$ cat config.mk
export PLATFORM = sky130hd
export DESIGN_NAME = owk_cordic_cell
export DESIGN_NICKNAME = d
export VERILOG_FILES = /design/src/rtl/omni_wheel_drive_kinematics_assert.svh /design/src/rtl/owk_pkg.sv /design/src/rtl/owk_cordic_cell.sv
export SDC_FILE = /design/constraint.sdc
export NUM_CORES = 1
export LEC_CHECK = 0
export BUFFER_PORTS_ARGS = -buffer_cell sky130_fd_sc_hd__buf_2
export CAP_MARGIN = 10
export CELL_PAD_IN_SITES_DETAIL_PLACEMENT = 0
export CELL_PAD_IN_SITES_GLOBAL_PLACEMENT = 2
export CORE_MARGIN = 1
export CORE_UTILIZATION = 33
export DETAILED_ROUTE_END_ITERATION = 6
export PLACE_DENSITY = 0.93
export SETUP_SLACK_MARGIN = 0.4
export SLEW_MARGIN = 15
export SYNTH_ARGS = -nofsm -noshare
export SYNTH_HDL_FRONTEND = slang
export SYNTH_SLANG_ARGS = --single-unit
$ cat constraint.sdc
create_clock -name clock -period 5.1 [get_ports clock]
set_input_delay 0.51 -clock clock [delete_from_list [all_inputs] [get_ports clock]]
set_output_delay 0.51 -clock clock [all_outputs]
set_load 0.1 [all_outputs]
$ cat src/rtl/omni_wheel_drive_kinematics_assert.svh
// Assertion macros for the omni wheel drive kinematics block.
// Used by the top level only; no other dependencies.
`ifndef OMNI_WHEEL_DRIVE_KINEMATICS_ASSERT_SVH
`define OMNI_WHEEL_DRIVE_KINEMATICS_ASSERT_SVH
`define OWK_ASSERT_IMPL(label, a, c) \
   label: assert property (@(posedge clock) disable iff (reset) (a) |-> (c)) \
      else $error("owk check failed");
`define OWK_ASSERT_NEXT(label, a, c) \
   label: assert property (@(posedge clock) disable iff (reset) (a) |=> (c)) \
      else $error("owk check failed");
`endif

$ cat src/rtl/owk_pkg.sv
// Types, constants and tables for the omni wheel drive kinematics block.
// No dependencies.
package owk_pkg;
   localparam int MaxStages = 24;
   localparam logic [1:0] CMD_MOVE_FIXED = 2'd0;
   localparam logic [1:0] CMD_MOVE_TURN = 2'd1;
   localparam logic [1:0] CMD_ROTATE = 2'd2;
   localparam logic [1:0] CMD_STOP = 2'd3;
   localparam logic [1:0] CSR_MIN = 2'd0;
   localparam logic [1:0] CSR_MAX = 2'd1;
   localparam logic [1:0] CSR_SLOW = 2'd2;
   localparam logic [1:0] CSR_DEAD = 2'd3;
   localparam logic signed [33:0] CordicK = 34'sd652032874;
   localparam logic signed [17:0] HalfNeg = -18'sd16384;
   localparam logic signed [17:0] Sqrt3Half = 18'sd28378;

   typedef struct packed {
      logic [1:0] cmd;
      logic [15:0] target_angle;
      logic [15:0] speed;
      logic signed [15:0] yaw;
   } req_type;

   typedef struct packed {
      logic [16:0] wheel1_speed;
      logic wheel1_ccw;
      logic [16:0] wheel2_speed;
      logic wheel2_ccw;
      logic [16:0] wheel3_speed;
      logic wheel3_ccw;
      logic at_target;
   } rsp_type;

   typedef struct packed {
      logic signed [33:0] x;
      logic signed [33:0] y;
      logic signed [33:0] z;
   } cordic_type;

   function automatic logic signed [33:0] atan_entry(input int i);
      logic signed [33:0] t [MaxStages];
      t = '{34'sd536870912, 34'sd316933406, 34'sd167458907, 34'sd85004756,
            34'sd42667331, 34'sd21354465, 34'sd10679838, 34'sd5340245,
            34'sd2670163, 34'sd1335087, 34'sd667544, 34'sd333772,
            34'sd166886, 34'sd83443, 34'sd41722, 34'sd20861,
            34'sd10430, 34'sd5215, 34'sd2608, 34'sd1304,
            34'sd652, 34'sd326, 34'sd163, 34'sd81};
      return t[i];
   endfunction
endpackage

$ cat src/rtl/owk_cordic_cell.sv
// One CORDIC rotation cell pair (target and yaw), registered.
// Depends on owk_pkg.
module owk_cordic_cell import owk_pkg::*; #(
   parameter int STAGE = 0
) (
   input  logic clock,
   input  cordic_type a_in,
   input  cordic_type b_in,
   output cordic_type a_out,
   output cordic_type b_out
);
   function automatic cordic_type rot(input cordic_type v);
      cordic_type r;
      if (!v.z[33]) begin
         r.x = v.x - (v.y >>> STAGE);
         r.y = v.y + (v.x >>> STAGE);
         r.z = v.z - atan_entry(STAGE);
      end else begin
         r.x = v.x + (v.y >>> STAGE);
         r.y = v.y - (v.x >>> STAGE);
         r.z = v.z + atan_entry(STAGE);
      end
      return r;
   endfunction

   always_ff @(posedge clock) begin
      a_out <= rot(a_in);
      b_out <= rot(b_in);
   end
endmodule

### Yosys cells after proc, flatten, opt, wreduce, memory -nomap -nowiden

Index checks and enable logic that the tools add are counted.

| storage, ports and cells | value |
|---|---|
| flip-flop bits (word level) | 204 |
| latch bits | 0 |
| memory bits (writable) | 0 |
| memory bits (read-only) | 0 |
| input bits | 205 |
| memories kept | 0 |

| cells by class | value |
|---|---|
| add/subtract/negate cells | 10 |
| $mul | 0 |
| div/mod/pow operators | 0 |
| $lt $le $gt $ge | 0 |
| eq/ne operators | 0 |
| shifts and indexed selects | 0 |
| mux-type cells | 2 |
| bitwise operators | 0 |
| reduce and logical (&&, ||, !) cells | 0 |

Operator list:

| cell | count |
|---|---|
| $mux W102 | 2 |
| $sub A34 B34 Y34 | 4 |
| $add A34 B31 Y34 const B | 2 |
| $add A34 B34 Y34 | 2 |
| $sub A34 B31 Y34 const B | 2 |

### Logic depth before layout (Yosys ltp)

| logic depth | value |
|---|---|
| word-level depth | 2 |
| gate-level depth with buffers | 14 |
| depth with buffers taken out | 13 |

### Worst setup path before layout

Ideal clock, no wire load.

| timing path | value |
|---|---|
| path type | input-to-reg |
| start point | input port a_in[34] (netlist name) |
| end point | register a_out[94] (netlist name) |
| setup time | 0.073 ns |
| arrival | 2.923 ns |
| data required time | 5.027 ns |
| slack | 2.104 ns |
| stages | 12 |
| buffers on the path | 0 |
| cells stage by stage | ha_1 fa_1 nor2b_1 o21ai_1 a31oi_1 a31oi_2 o31ai_1 a221oi_2 o21ai_1 a21o_1 a311oi_2 xnor2_1 |

| between the ends | value |
|---|---|
| word-level cells in the longest chain between the ends | 2 |
| elaborated cells between the ends (all ways) | 3 |
| classes of those cells | add/sub: 2; mux: 1 |

Ends and longest elaborated chain:

| element | line | RTL |
|---|---|---|
| from (decl) | owk_cordic_cell.sv:7 | `input cordic_type a_in,` |
| $sub A34 B34 Y34 or $add A34 B34 Y34 (tied branches) | owk_cordic_cell.sv:15, owk_cordic_cell.sv:19 |  |
| $mux W102 (*) | owk_cordic_cell.sv:14 | `if (!v.z[33]) begin` |
| to (signal assigned) | owk_cordic_cell.sv:27 | `a_out <= rot(a_in);` |
| to (decl) | owk_cordic_cell.sv:9 | `output cordic_type a_out,` |

Mark *: on every way between the ends. The rest lies on a longest branch, timed or not.

### Worst setup path in the final report

| timing path | value |
|---|---|
| start point | input port b_in[38] (netlist name) |
| end point | register b_out[65] (netlist name) |

| between the ends | value |
|---|---|
| word-level cells in the longest chain between the ends | 2 |
| elaborated cells between the ends (all ways) | 3 |
| classes of those cells | add/sub: 2; mux: 1 |

Ends and longest elaborated chain:

| element | line | RTL |
|---|---|---|
| from (decl) | owk_cordic_cell.sv:8 | `input cordic_type b_in,` |
| $add A34 B34 Y34 or $sub A34 B34 Y34 (tied branches) | owk_cordic_cell.sv:16, owk_cordic_cell.sv:20 |  |
| $mux W102 (*) | owk_cordic_cell.sv:14 |  |
| to (signal assigned) | owk_cordic_cell.sv:28 | `b_out <= rot(b_in);` |
| to (decl) | owk_cordic_cell.sv:10 | `output cordic_type b_out` |

Marked as above.

==> impl_metrics.yaml <==
synthesis:
  synth_cells: 1935
  synth_top_area_share_pct: 26.01
  synth_fp_nets: 2352
  syn-cell-area_um2: 15550
  avgSynthCellArea_um2: 8.034
  ys_ff_latch: 202
  synthDistinctLibCells: 95
  synth_seq_area_share_pct: 26.01
  ys_warn_count: 0
  synth_edf_count: 0
  synth_ff_type: "dfxtp_1"
  yosysTopAreaCell: "dfxtp_1"
  yosys-top-cells-area: "dfxtp_1 (26%), ha_1 (16%), a21oi_1 (6.9%)"
  synthArstFlopShare_pct: 0
floorplan:
  core_um2: 46560
  die_h_um: 219.0
  dieArea_um2: 47980
  io_pins: 409
  die_x_um: 219.0
  std_cell_rows: 79
  start_util_pct: 33.39
sta:
  slew_headroom_pct: 27.26
  finalHoldViolations: 0
  grt_setup_unrepaired: "false"
  fin_crit_sh_pct: 69.44
  tns_ns: 0
  fin_crit_ns: 3.541
  max_clock_freq_mhz: 282.4
  finalMaxSlewViolations: 0
  worst_pin_slew_ns: 1.088
  finalSetupViolCount: 0
pwr:
  seqPwrFrac_pct: 24.8
  p_per_area_nw_per_um2: 424.1
  p_sw_w: 0.004161
  power.switching_fraction_pct: 52.06
  p_comb_share_pct: 51.2
  power_frac_clock_pct: 24.0
  leakage_nw: 9.104
  p_int_w: 0.003831
  peakVddDrop_mv: 0.3961
cells_and_area:
  drive_above_1_share_pct: 21.57
  mostFrequentLayoutCell: "buf_2"
  final_cell_mix: "buf_2 (408), a21oi_1 (214), ha_1 (204)"
  layout.nets: 2707
  multiInputGateArea_um2: 10290
  area_growth_syn_to_layout_pct: 21.21
  seq_area_um2: 4044
  fill_cells: 4831
  post-route-util_pct: 40.47
clock_tree:
  cts_tree: "built"
  cts_max_level: 1
  ctsHoldBuffers: 0
  clkSlewWorstSetupHoldPaths_ns: 0.06
  cts_resized: 0
  cts_max_path_buffers: 3
  post_cts_buffers: 0
  cts-root-buf: "clkbuf_16"
  cts_sinks: 202
  cts_made_buffers: 26
place:
  dpl.hpwl_mm: 44.60
  portBuffers: 408
  gp_congestion: 0.9582
global_routing:
  top_usage_layer: "met2"
  grt_max_degree: 94
  first_global_vias: 14600
  gr-usage-met3_pct: 4.061
  use_met1_pct: 29.59
  met2_usage_pct: 35.81
  grt_pass1_wl_mm: 83.39
  grt_usage_pct: 22.19
  antenna_found_initial: 4
  grt-ovfl-total: 0
min_path:
  min-delay-start: "b_in[19]"
  worstHoldPathCells: 1
  hold_end: "b_out[19]"
  min_path_type: "input port to register"
critical_path:
  cp-start-kind: "input port"
  worst_setup_path_end_kind: "register"
  path_class: "input port to register"
  critPathMaxFanout: 13
  cp.required_ns: 5.54
  worstPathArrival_ns: 3.98
route:
  via_per_inst: 5.261
  dr.pass1.iters: 5
  vias: 15350
  wl_mm: 55.55
  drc: 0
  ant_nets: 0
  routedWlPerCell_um: 19.04
  drt_iter0_markers: 1278
run_status:
  status: "complete, no violations"
job:
  drv_cap: 0
## power groups by stage
stage               Clock [W]  Combinational (W)  Sequential (W)
finish                0.00192            0.00409         0.00198
global route          0.00204            0.00428         0.00200
CTS                   0.00198            0.00408         0.00198
detailed placement          0            0.00406         0.00201
global placement            0            0.00408         0.00201
floorplan                   0            0.00115         0.00411
## stage by stage
| step | setup WS [ns] | instances | hold WS (ns) | power (W) | cell area [µm²] |
|---|---|---|---|---|---|
| 5_1_grt | 1.521 | 2916 | 0.01677 | 0.008324 | 18840 |
| 2_1_floorplan | 2.104 | 1935 | 0.5377 | 0.005257 | 15550 |
| 6_report | 1.559 | 2918 | 0.05263 | 0.007991 | 18840 |
| 3_5_place_dp | 1.119 | 2869 | 0.6136 | 0.006075 | 17950 |
| 3_3_place_gp | 0.9776 | 2869 | 0.6124 | 0.006089 | 17950 |
| 4_1_cts | 1.717 | 2916 | 0.01015 | 0.008038 | 18840 |
## flip-flops by register name, summed over array words and instances (netlist names)
name,cells
a_out,101
b_out,101
## metal layers
metal / vias to the layer above / share of wire [%]
li1: 7408 / -
met2: 703 / 45
met1: 7131 / 44
met4: 6 / 2.9
met5: - / 0.056
met3: 104 / 8.2
## layout make-up
type,instances,area share [%]
inverter,209,4.177
timing repair buffer,412,11.00
tap,607,4.031
sequential,202,21.46
multi-input combinational,1439,54.59
clock buffer,34,3.778
antenna,2,0.02656
clock inverter,13,0.9429
## logic make-up (layout without fill, tap and decap cells)
family,count (synthesis),in the layout,share of synthesized area (%)
compound gates,630,630,26.51
simple gates,437,437,12.97
buf+inv,294,668,7.823
fa+ha+maj,212,212,17.45
flops,202,202,26.01
xor+xnor,134,134,7.549
mux,26,26,1.682
other cells,0,2,0
## critical path: stages
cell,delay (ns)
buf_2,0.10
inv_1,0.04
ha_1,0.55
a21oi_1,0.15
nand2_1,0.11
a41oi_1,0.07
a21oi_1,0.40
a21boi_0,0.27
o41ai_1,0.65
a41oi_1,0.42
nor4_1,0.39
o22ai_1,0.16
xnor2_1,0.15
## cell usage after synthesis (25+ instances only)
library cell / count
mux2i_1: 25
ha_1: 204
xnor2_1: 120
o21ai_0: 112
clkbuf_1: 49
dfxtp_1: 202
a21oi_1: 214
nand3_1: 26
nor2_1: 187
o21bai_1: 42
nor3_1: 33
a21o_1: 48
inv_1: 198
nand2_1: 85
## how the worst max path moves through the flow
stage | from | endpoint | slack (ns) | depth (start not counted)
after floorplan | a_in[34] | a_out[94] | 2.10 | 12
after global placement | b_in[38] | b_out[65] | 0.98 | 13
after detailed placement | b_in[38] | b_out[65] | 1.12 | 13
after CTS | b_in[38] | b_out[65] | 1.72 | 13
after global routing | b_in[38] | b_out[65] | 1.52 | 13
final | b_in[38] | b_out[65] | 1.56 | 13
Power figures use the tool's default switching activity.
